## config.mk

```make
export PLATFORM = sky130hd
export DESIGN_NAME = unordered_key_value_table
export DESIGN_NICKNAME = d
export VERILOG_FILES = /design/src/rtl/core/ukvt_pkg.sv /design/src/rtl/core/unordered_key_value_table.sv /design/src/rtl/core/ukvt_out_reg.sv
export SDC_FILE = /design/constraint.sdc
export NUM_CORES = 1
export LEC_CHECK = 0
export BUFFER_PORTS_ARGS = -buffer_cell sky130_fd_sc_hd__buf_2
export CAP_MARGIN = 15
export CORE_MARGIN = 5
export CORE_UTILIZATION = 45
export CTS_CLUSTER_SIZE = 14
export DETAILED_ROUTE_END_ITERATION = 8
export SETUP_SLACK_MARGIN = 0.1
export SYNTH_ARGS = -nofsm -noshare
export SYNTH_HDL_FRONTEND = slang
export SYNTH_SLANG_ARGS = --single-unit
```

## constraint.sdc

```tcl
create_clock -name clk -period 6.3 [get_ports clk]
set_clock_uncertainty 0.1 [all_clocks]
set_input_delay 0.63 -clock clk [delete_from_list [all_inputs] [get_ports clk]]
set_output_delay 0.63 -clock clk [all_outputs]
set_load 0.02 [all_outputs]
```

## src/rtl/core/ukvt_pkg.sv

```systemverilog
// Shared operation codes and result type for the key/value table.
`timescale 1ns / 1ps

package ukvt_pkg;

  localparam logic [1:0] FUNC_LOOKUP = 2'd0;
  localparam logic [1:0] FUNC_INSERT = 2'd1;
  localparam logic [1:0] FUNC_DELETE = 2'd2;

  localparam int unsigned KEY_W = 16;
  localparam int unsigned VAL_W = 16;
  localparam int unsigned OUT_CNT_W = 5;

  typedef struct packed {
    logic                    found;
    logic signed [VAL_W-1:0] read_value;
    logic                    insert_rejected;
    logic [OUT_CNT_W-1:0]    entry_count;
    logic                    is_full;
    logic                    is_empty;
  } res_t;

endpackage

```

## src/rtl/core/unordered_key_value_table.sv

```systemverilog
// Top level of the unordered key/value table with a sequential linear search.
//
// Usage: each request on the in_ channel carries an operation (lookup, insert,
// delete), a key and a value. The table keeps up to CAPACITY pairs packed in a
// single memory and answers every request with exactly one result on the out_
// channel. A request is taken when in_valid is high and in_stall is low.
// The block takes one request at a time. One memory read port is reused for
// the key search, one entry per cycle. The search is followed by a read of the
// last entry on a delete (S_RDLAST), a write-back on a table change (S_WB)
// and a done state (S_DONE) that hands the result to the output register.
// The result sits in an output register; a new request is taken while it
// waits, but the block holds a finished result until the receiver releases
// out_stall. Reset (rst_n low, synchronous) empties the table and sets the
// not-found value to -1. cfg_we writes the not-found value and is meant to be
// used only while no request is in flight.
`timescale 1ns / 1ps

module unordered_key_value_table
  import ukvt_pkg::*;
#(
  parameter int unsigned CAPACITY = 16
) (
  input  logic                    clk,
  input  logic                    rst_n,
  input  logic                    cfg_we,
  input  logic signed [VAL_W-1:0] cfg_wdata,
  input  logic                    in_valid,
  output logic                    in_stall,
  input  logic [1:0]              in_func,
  input  logic [KEY_W-1:0]        in_key,
  input  logic signed [VAL_W-1:0] in_value,
  output logic                    out_valid,
  input  logic                    out_stall,
  output logic                    out_found,
  output logic signed [VAL_W-1:0] out_read_value,
  output logic                    out_insert_rejected,
  output logic [OUT_CNT_W-1:0]    out_entry_count,
  output logic                    out_is_full,
  output logic                    out_is_empty
);

  localparam int unsigned CNT_W = $clog2(CAPACITY + 1);
  localparam int unsigned IDX_W = (CAPACITY > 1) ? $clog2(CAPACITY) : 1;
  localparam logic [CNT_W-1:0] CAP_CNT = CNT_W'(CAPACITY);
  localparam logic [CNT_W-1:0] ONE_CNT = CNT_W'(1);

  typedef enum logic [4:0] {
    S_IDLE   = 5'b00001,
    S_SCAN   = 5'b00010,
    S_RDLAST = 5'b00100,
    S_WB     = 5'b01000,
    S_DONE   = 5'b10000
  } state_t;

  state_t state_r, state_nxt;

  logic [CNT_W-1:0]        count_r, count_nxt;
  logic signed [VAL_W-1:0] nf_r;
  logic [1:0]              func_r;
  logic [KEY_W-1:0]        key_r;
  logic signed [VAL_W-1:0] val_in_r;
  logic                    hit_r, hit_nxt;
  logic [IDX_W-1:0]        slot_r, slot_nxt;
  logic signed [VAL_W-1:0] hval_r, hval_nxt;
  logic                    rej_r, rej_nxt;
  logic [CNT_W-1:0]        issue_r, issue_nxt;
  logic                    chk_vld_r, chk_vld_nxt;
  logic [IDX_W-1:0]        chk_idx_r, chk_idx_nxt;

  logic [KEY_W+VAL_W-1:0]  kv_mem [CAPACITY];
  logic [KEY_W+VAL_W-1:0]  rd_q;
  logic                    rd_en;
  logic [IDX_W-1:0]        rd_addr;
  logic                    wr_en;
  logic [IDX_W-1:0]        wr_addr;
  logic [KEY_W+VAL_W-1:0]  wr_data;

  logic [KEY_W-1:0]        rd_key;
  logic signed [VAL_W-1:0] rd_val;
  logic [CNT_W-1:0]        last_cnt;
  logic                    tbl_full;
  logic                    match;
  logic                    scan_end;
  logic                    hit_now;
  logic                    in_acc;
  logic                    orq_busy;
  logic                    res_load;
  logic [CNT_W+OUT_CNT_W-1:0] cnt_ext;
  res_t                    res;

  assign rd_key   = rd_q[KEY_W+VAL_W-1:VAL_W];
  assign rd_val   = rd_q[VAL_W-1:0];
  assign last_cnt = count_r - ONE_CNT;
  assign tbl_full = (count_r == CAP_CNT);
  assign match    = chk_vld_r && (rd_key == key_r);
  assign scan_end = !chk_vld_r && (issue_r == count_r);
  assign hit_now  = match;
  assign in_stall = (state_r != S_IDLE);
  assign in_acc   = in_valid && !in_stall;
  assign res_load = (state_r == S_DONE) && !orq_busy;

  always_comb begin
    state_nxt   = state_r;
    count_nxt   = count_r;
    hit_nxt     = hit_r;
    slot_nxt    = slot_r;
    hval_nxt    = hval_r;
    rej_nxt     = rej_r;
    issue_nxt   = issue_r;
    chk_vld_nxt = chk_vld_r;
    chk_idx_nxt = chk_idx_r;
    rd_en       = 1'b0;
    rd_addr     = issue_r[IDX_W-1:0];
    wr_en       = 1'b0;
    wr_addr     = count_r[IDX_W-1:0];
    wr_data     = {key_r, val_in_r};
    case (state_r)
      S_IDLE: begin
        if (in_acc) begin
          issue_nxt   = '0;
          chk_vld_nxt = 1'b0;
          hit_nxt     = 1'b0;
          rej_nxt     = 1'b0;
          state_nxt   = S_SCAN;
        end
      end
      S_SCAN: begin
        if (match || scan_end) begin
          hit_nxt     = hit_now;
          slot_nxt    = chk_idx_r;
          hval_nxt    = rd_val;
          chk_vld_nxt = 1'b0;
          if (func_r == FUNC_INSERT && !hit_now) begin
            if (tbl_full) begin
              rej_nxt   = 1'b1;
              state_nxt = S_DONE;
            end else begin
              state_nxt = S_WB;
            end
          end else if (func_r == FUNC_DELETE && hit_now) begin
            state_nxt = S_RDLAST;
          end else begin
            state_nxt = S_DONE;
          end
        end else if (issue_r != count_r) begin
          rd_en       = 1'b1;
          chk_vld_nxt = 1'b1;
          chk_idx_nxt = issue_r[IDX_W-1:0];
          issue_nxt   = issue_r + ONE_CNT;
        end else begin
          chk_vld_nxt = 1'b0;
        end
      end
      S_RDLAST: begin
        rd_en     = 1'b1;
        rd_addr   = last_cnt[IDX_W-1:0];
        state_nxt = S_WB;
      end
      S_WB: begin
        wr_en = 1'b1;
        if (func_r == FUNC_DELETE) begin
          wr_addr   = slot_r;
          wr_data   = rd_q;
          count_nxt = last_cnt;
        end else begin
          count_nxt = count_r + ONE_CNT;
        end
        state_nxt = S_DONE;
      end
      S_DONE: begin
        if (!orq_busy) begin
          state_nxt = S_IDLE;
        end
      end
      default: begin
        state_nxt = S_IDLE;
      end
    endcase
  end

  always_ff @(posedge clk) begin
    if (!rst_n) begin
      state_r   <= S_IDLE;
      count_r   <= '0;
      nf_r      <= '1;
      chk_vld_r <= 1'b0;
    end else begin
      state_r   <= state_nxt;
      count_r   <= count_nxt;
      chk_vld_r <= chk_vld_nxt;
      if (cfg_we) begin
        nf_r <= cfg_wdata;
      end
    end
  end

  always_ff @(posedge clk) begin
    if (in_acc) begin
      func_r   <= in_func;
      key_r    <= in_key;
      val_in_r <= in_value;
    end
    hit_r     <= hit_nxt;
    slot_r    <= slot_nxt;
    hval_r    <= hval_nxt;
    rej_r     <= rej_nxt;
    issue_r   <= issue_nxt;
    chk_idx_r <= chk_idx_nxt;
  end

  always_ff @(posedge clk) begin
    if (wr_en) begin
      kv_mem[wr_addr] <= wr_data;
    end
  end

  always_ff @(posedge clk) begin
    if (rd_en) begin
      rd_q <= kv_mem[rd_addr];
    end
  end

  assign cnt_ext = {{OUT_CNT_W{1'b0}}, count_r};

  always_comb begin
    res.found           = hit_r;
    res.read_value      = (func_r == FUNC_LOOKUP && hit_r) ? hval_r : nf_r;
    res.insert_rejected = rej_r;
    res.entry_count     = cnt_ext[OUT_CNT_W-1:0];
    res.is_full         = tbl_full;
    res.is_empty        = (count_r == '0);
  end

  ukvt_out_reg u_out_reg (
    .clk                 (clk),
    .rst_n               (rst_n),
    .load                (res_load),
    .res                 (res),
    .busy                (orq_busy),
    .out_valid           (out_valid),
    .out_stall           (out_stall),
    .out_found           (out_found),
    .out_read_value      (out_read_value),
    .out_insert_rejected (out_insert_rejected),
    .out_entry_count     (out_entry_count),
    .out_is_full         (out_is_full),
    .out_is_empty        (out_is_empty)
  );

`ifndef SYNTH
  a_count_in_range: assert property (@(posedge clk) disable iff (!rst_n)
    count_r <= CAP_CNT)
    else $error("Entry count exceeds the table capacity.");

  a_wb_changes_count: assert property (@(posedge clk) disable iff (!rst_n)
    state_r == S_WB |=> count_r != $past(count_r))
    else $error("A write-back did not change the entry count.");

  a_reject_only_when_full: assert property (@(posedge clk) disable iff (!rst_n)
    res_load && rej_r |-> tbl_full && func_r == FUNC_INSERT && !hit_r)
    else $error("An insert was rejected while the table had room.");

  a_no_load_while_busy: assert property (@(posedge clk) disable iff (!rst_n)
    out_valid && out_stall |=> $stable(out_read_value) && $stable(out_entry_count))
    else $error("A held result was overwritten.");
`endif

endmodule

```

## src/rtl/core/ukvt_out_reg.sv

```systemverilog
// Output register stage that holds one finished result until it is taken.
`timescale 1ns / 1ps

module ukvt_out_reg
  import ukvt_pkg::*;
(
  input  logic                    clk,
  input  logic                    rst_n,
  input  logic                    load,
  input  res_t                    res,
  output logic                    busy,
  output logic                    out_valid,
  input  logic                    out_stall,
  output logic                    out_found,
  output logic signed [VAL_W-1:0] out_read_value,
  output logic                    out_insert_rejected,
  output logic [OUT_CNT_W-1:0]    out_entry_count,
  output logic                    out_is_full,
  output logic                    out_is_empty
);

  logic valid_r;
  logic valid_nxt;
  res_t res_r;

  assign busy = valid_r && out_stall;

  always_comb begin
    valid_nxt = valid_r;
    if (load) begin
      valid_nxt = 1'b1;
    end else if (valid_r && !out_stall) begin
      valid_nxt = 1'b0;
    end
  end

  always_ff @(posedge clk) begin
    if (!rst_n) begin
      valid_r <= 1'b0;
    end else begin
      valid_r <= valid_nxt;
    end
  end

  always_ff @(posedge clk) begin
    if (load) begin
      res_r <= res;
    end
  end

  assign out_valid           = valid_r;
  assign out_found           = res_r.found;
  assign out_read_value      = res_r.read_value;
  assign out_insert_rejected = res_r.insert_rejected;
  assign out_entry_count     = res_r.entry_count;
  assign out_is_full         = res_r.is_full;
  assign out_is_empty        = res_r.is_empty;

endmodule

```

-- Word-level counts from Yosys, hierarchy flattened
Memory sizes are Yosys's and may differ from the RTL's. A register that Yosys moved wholly into a read port is not among the register bits.
Index checks and enable logic that the tools add are counted.
- register bits: 118
- RAM bits: 512
- bits of input ports: 55
- output and inout bits: 27
- memories: 1
- memories (name ; words ; bits a word ; rd ports ; clocked after Yosys merged registers in ; write ports ; RTL line ; source):
    kv_mem ; 16 ; 32 ; 1 ; 1 ; 1 ; unordered_key_value_table.sv:70 ; logic [KEY_W+VAL_W-1:0] kv_mem [CAPACITY];
- add/subtract/negate cells: 3
- equality and inequality tests: 19
- muxes and demuxes: 34
- bitwise logic cells: 1
- reductions and logical operators: 26
- operators by type and width (kind ; number):
    $mux 32 ; 2
    $mux 5 ; 10
    $pmux 5 s5 ; 1
    $eq 16x16->1 ; 1
    $mux 16 ; 1
    $ne 2x2->1 const B ; 7
    $mux 1 ; 12
    $mux 4 ; 3
    $add 5x1->5 const B ; 2
    $eq 5x5->1 const B ; 2
    $pmux 5 s2 ; 1
    $logic_and 1x1->1 ; 9
    $reduce_and 3->1 ; 3
    $pmux 1 s2 ; 4
    $eq 5x1->1 const B ; 1
    $eq 5x2->1 const B ; 1
    $eq 5x3->1 const B ; 1
    $eq 5x4->1 const B ; 1
    $eq 5x5->1 ; 1
    $logic_not 1->1 ; 5
    $logic_not 5->1 ; 1
    $ne 5x1->1 const B ; 1
    $ne 5x5->1 ; 1
    $reduce_and 5->1 ; 1
    other kinds (9) ; 11

-- Longest topological paths before layout
- depth in word-level cells: 7
- gate-level depth with buffers: 11

-- Cells and area by module
Synthesis repeated with hierarchy kept, for this count alone.
- cells, all modules: 1758
- area, all modules: 27177.3 um2
- modules (own cells, without submodules) (module ; instances ; cells an instance ; area each (um2)):
    unordered_key_value_table ; 1 ; 1730 ; 26390.3
    ukvt_out_reg ; 1 ; 28 ; 787.0

-- Least setup slack after synthesis
No wires, ideal clock.
- path kind: flip-flop to flip-flop
- start point: register state_r[1]
- end point: memory kv_mem[10][0] in the netlist's numbering, enable pin
- setup time: 421 ps
- data arrival time: 3335 ps
- required time: 5779 ps
- path slack: 2444 ps
- cell stages (with the launch flop): 10
- buffers on the path: 3
- cell sequence: dfxtp_1 buf_6 or3_4 buf_6 nor2_1 nand2_1 clkbuf_1 nor3b_1 a31oi_1 nor2_1
- longest elaborated chain between the ends: 4
- RTL lines (item ; RTL line ; source):
    start, declared ; unordered_key_value_table.sv:55 ; state_t state_r, state_nxt;
    start signal, assigned ; unordered_key_value_table.sv:188 ; state_r <= state_nxt;
    $eq 5x4->1 (*) ; unordered_key_value_table.sv:117 ; case (state_r)
    $mux 1 ; unordered_key_value_table.sv:117 ;
    $mux 1 ; unordered_key_value_table.sv:212 ; if (wr_en) begin
    $mux 1 (not written as such) ; unordered_key_value_table.sv:213 ; kv_mem[wr_addr] <= wr_data;
    end, declared ; unordered_key_value_table.sv:70 ;
Mark *: on every way between the ends. The rest lies on a longest branch, timed or not.

-- Worst setup path in the final report
- start point: register state_r[0]
- end point: memory kv_mem[3][21] in the netlist's numbering, enable pin
Same word-level chain as after synthesis.

==> results by group <==
Status
  • Run status: completed

Timing
  • Min Tclk post-route: 4.41 ns
  • Fin. max-slew vios: 0
  • Fmax: 227 MHz
  • Fin. Hold Viols: 0
  • Unrepaired setup endpoints after global routing: false
  • Slew at the pin closest to its max-slew limit: around 1.2 ns
  • Final Cycle Share: 69.9%
  • Finish-stage setup viols: 0
  • Post-Route Setup TNS: 0 ns
  • Relative slew slack: roughly 22%

Global route
  • Vias in the first global route: 16019
  • Total GRT Usage: roughly a fifth
  • Overflow after GRT: 0
  • Antenna violations before repair: 4
  • Largest net degree at the start of global routing: 89
  • First-pass GRT wire length: 103 mm

Synth
  • Syn Nets: about 1800
  • Mapped Area: around 27000 um2
  • Most numerous cell in the Yosys netlist: edfxtp_1
  • Post-Synthesis Cells: between 1500 and 2000
  • Cell taking the most area after synthesis: edfxtp_1
  • Async set-or-reset flop fraction in the synthesized netlist: 0%
  • Seq/Total Area, Yosys: 72.3%
  • Yosys top cell area share: between 70% and 80%
  • Top post-synthesis cells by count: 634 x edfxtp_1, 116 x nand2_1, 96 x clkbuf_1
  • Ys Warns: 0
  • Synth Flop Type: edfxtp_1
  • Count of different cell masters after synthesis: 64
  • #FFs+latches synth: 662
  • Synth Area per Inst: about 16 um2
  • Top cells by area, synth: edfxtp_1 70%, mux2_2 3.1%, a211oi_1 2.2%
  • Post-synth EDFFs: approximately 630

Finish
  • Layout cell share with drive strength beyond 1: about 19%
  • Final Util: about half
  • # nets final: 1860
  • Layout area overhead: 13.5%
  • Final Non-Filler Cells: roughly 2600
  • Fillers: 4869

Clock tree
  • Post-CTS Setup Inserts: 0
  • CTS max path bufs: 3
  • Clock Sinks: ~660
  • H-tree lvl count: 3
  • TritonCTS clock tree: done
  • Num CTS Buffers: 70
  • Clk root buf: clkbuf_16
  • # hold bufs at CTS: 0
  • Post-cts sizing count: 0
  • Worst skew pair latency: approximately 0.6 ns
  • Reg clk slew, reported paths: around 0.060 ns

Detailed routing
  • Vias per std cell: between 6 and 7
  • Routed length per instance: 26.2 um
  • Vias: about 16000
  • Routed WL: approximately 70 mm
  • DRC: 0
  • First-iteration detailed-routing DRC count: 1388
  • ANT nets after route: 0
  • Initial DRT Pass Iterations: 5

Floorplanning
  • Die width: ~260 um
  • Height of the die: approximately 260 um
  • Site row count: 90
  • DIE AREA: roughly 65000 um2
  • Core Region: approximately 60000 um2
  • Starting Density: 45.1%
  • Ports: 82

Flow run
  • Max Cap Viol: 0

Place
  • Placed Cells: approximately 2500
  • PortBufs: just over 80
  • Post-DP HPWL: roughly 42 mm
  • Gpl congestion: a little over 0.8

Critical path
  • CP Launch Type: flop
  • Crit Path Category: flop to flop
  • Crit-path max FO: 40
  • Delay-heaviest family, CP: simple AND/OR/NAND/NOR gates
  • Worst EP arrival: ~4.6 ns
  • Slowest cell on crit path: nor2_4
  • Crit. End Element: flop
  • Largest stage delay, worst path: ~0.80 ns
  • Bufs and invs on worst path: 2
  • CP cell instances: or3_4 > nor2_1 > nand2_2 > buf_4 > nor2_1 > a31oi_1 > nor2_4 > buf_4
  • Critical Path RT: 6.50 ns

Pwr
  • PwrDens: between 300 and 400 nW/um2
  • VDD IR max: ~160 uV
  • Cell leakage power: 0.00980 uW

Worst hold path
  • Hold Crit Class: input pin to flop
per-stage QoR:
stage	cell area [um2]	power (uW)	hold WS [ns]	setup WS [ns]
2_1_floorplan	27100	5340	0.300	2.44
3_3_place_gp	28500	5550	0.301	2.02
3_5_place_dp	28500	5560	0.306	1.87
4_1_cts	30700	9570	0.0554	1.87
5_1_grt	30800	9790	0.0670	1.64
6_report	30800	9500	0.0922	1.89
cells in the final DEF, fill, tap and decap left out, types with 28 or more instances in the layout:
cell       instances
nor3_1            63
inv_1             36
mux2i_1           45
a211oi_1          79
o22ai_1           28
nand2_1          113
mux2_2            74
a311oi_1          35
buf_2             81
nor2_1            49
a311o_1           29
and3_1            44
buf_4             31
clkbuf_16         70
a22oi_1           30
edfxtp_1         634
o221ai_1          52
flip-flops by register name, summed over array words and instances, names as in the netlist, 2 cells and up:
name and flops:
hval_r 16, issue_r 5, nf_r 16, rd_q 32
kv_mem 512, chk_idx_r 4, u_out_reg.out_entry_count 5, count_r 5
val_in_r 16, key_r 16, state_r 5, func_r 2
u_out_reg.out_read_value 16, slot_r 4
logic make-up after synthesis:
logic type               count (synthesis)  synth area share [%]
XOR/XNOR                                31                  1.00
multiplexers                           145                  6.90
AND/OR/NAND/NOR                        363                  6.52
flip-flops                             662                  72.3
AO/OA/AOI/OAI                          371                  10.7
adder cells (fa/ha/maj)                  4                 0.185
buffers and inverters                  156                  2.33
layout make-up:
| cell class | count | area, um2 | area share [%] |
|---|---|---|---|
| Sequential cell | 662 | 19600 | 63.7 |
| Multi-Input combinational cell | 914 | 7080 | 23.0 |
| Clock buffer | 87 | 1830 | 5.93 |
| Tap cell | 782 | 978 | 3.18 |
| Timing Repair Buffer | 115 | 713 | 2.32 |
| Clock inverter | 37 | 414 | 1.35 |
| Inverter | 38 | 143 | 0.464 |
| Antenna cell | 2 | 5.00 | 0.0163 |
report_power, final:
part | leakage, uW | switching (uW) | internal (uW)
Combinational | 0.00274 | 379 | 187
Clock | 0.00109 | 1670 | 2360
Sequential | 0.00597 | 28.6 | 4870
Total | 0.00980 | 2080 | 7420
final timing paths:
path,startpoint,end,slack [ns],cells after the start
max,state_r[0]$_SDFFE_PN1P_,kv_mem[3][21]$_DFFE_PP_,1.89,8
min,in_value[13],val_in_r[13]$_DFFE_PP_,0.09,1
max reg2reg,state_r[0]$_SDFFE_PN1P_,kv_mem[3][21]$_DFFE_PP_,1.89,8
min reg2reg,rej_r$_DFFE_PP_,u_out_reg.out_insert_rejected$_DFFE_PP_,0.32,0
metal layers:
metal  track usage [%]  part of all wire (%)  vias up
met5                 0                 0.039        -
met4              5.19                   1.9        4
met3              5.37                   8.7      102
met2              31.7                    46      630
met1              29.8                    43     8197
li1                  -                     -     7172
worst reg2reg max path: stages (launching register included):
cell and delay [ns]:
dfxtp_1 0.38, or3_4 0.65, nor2_1 0.53, nand2_2 0.53, buf_4 0.42, nor2_1 0.13, a31oi_1 0.17, nor2_4 0.80
buf_4 0.36
(Power assumes the default switching activity.)
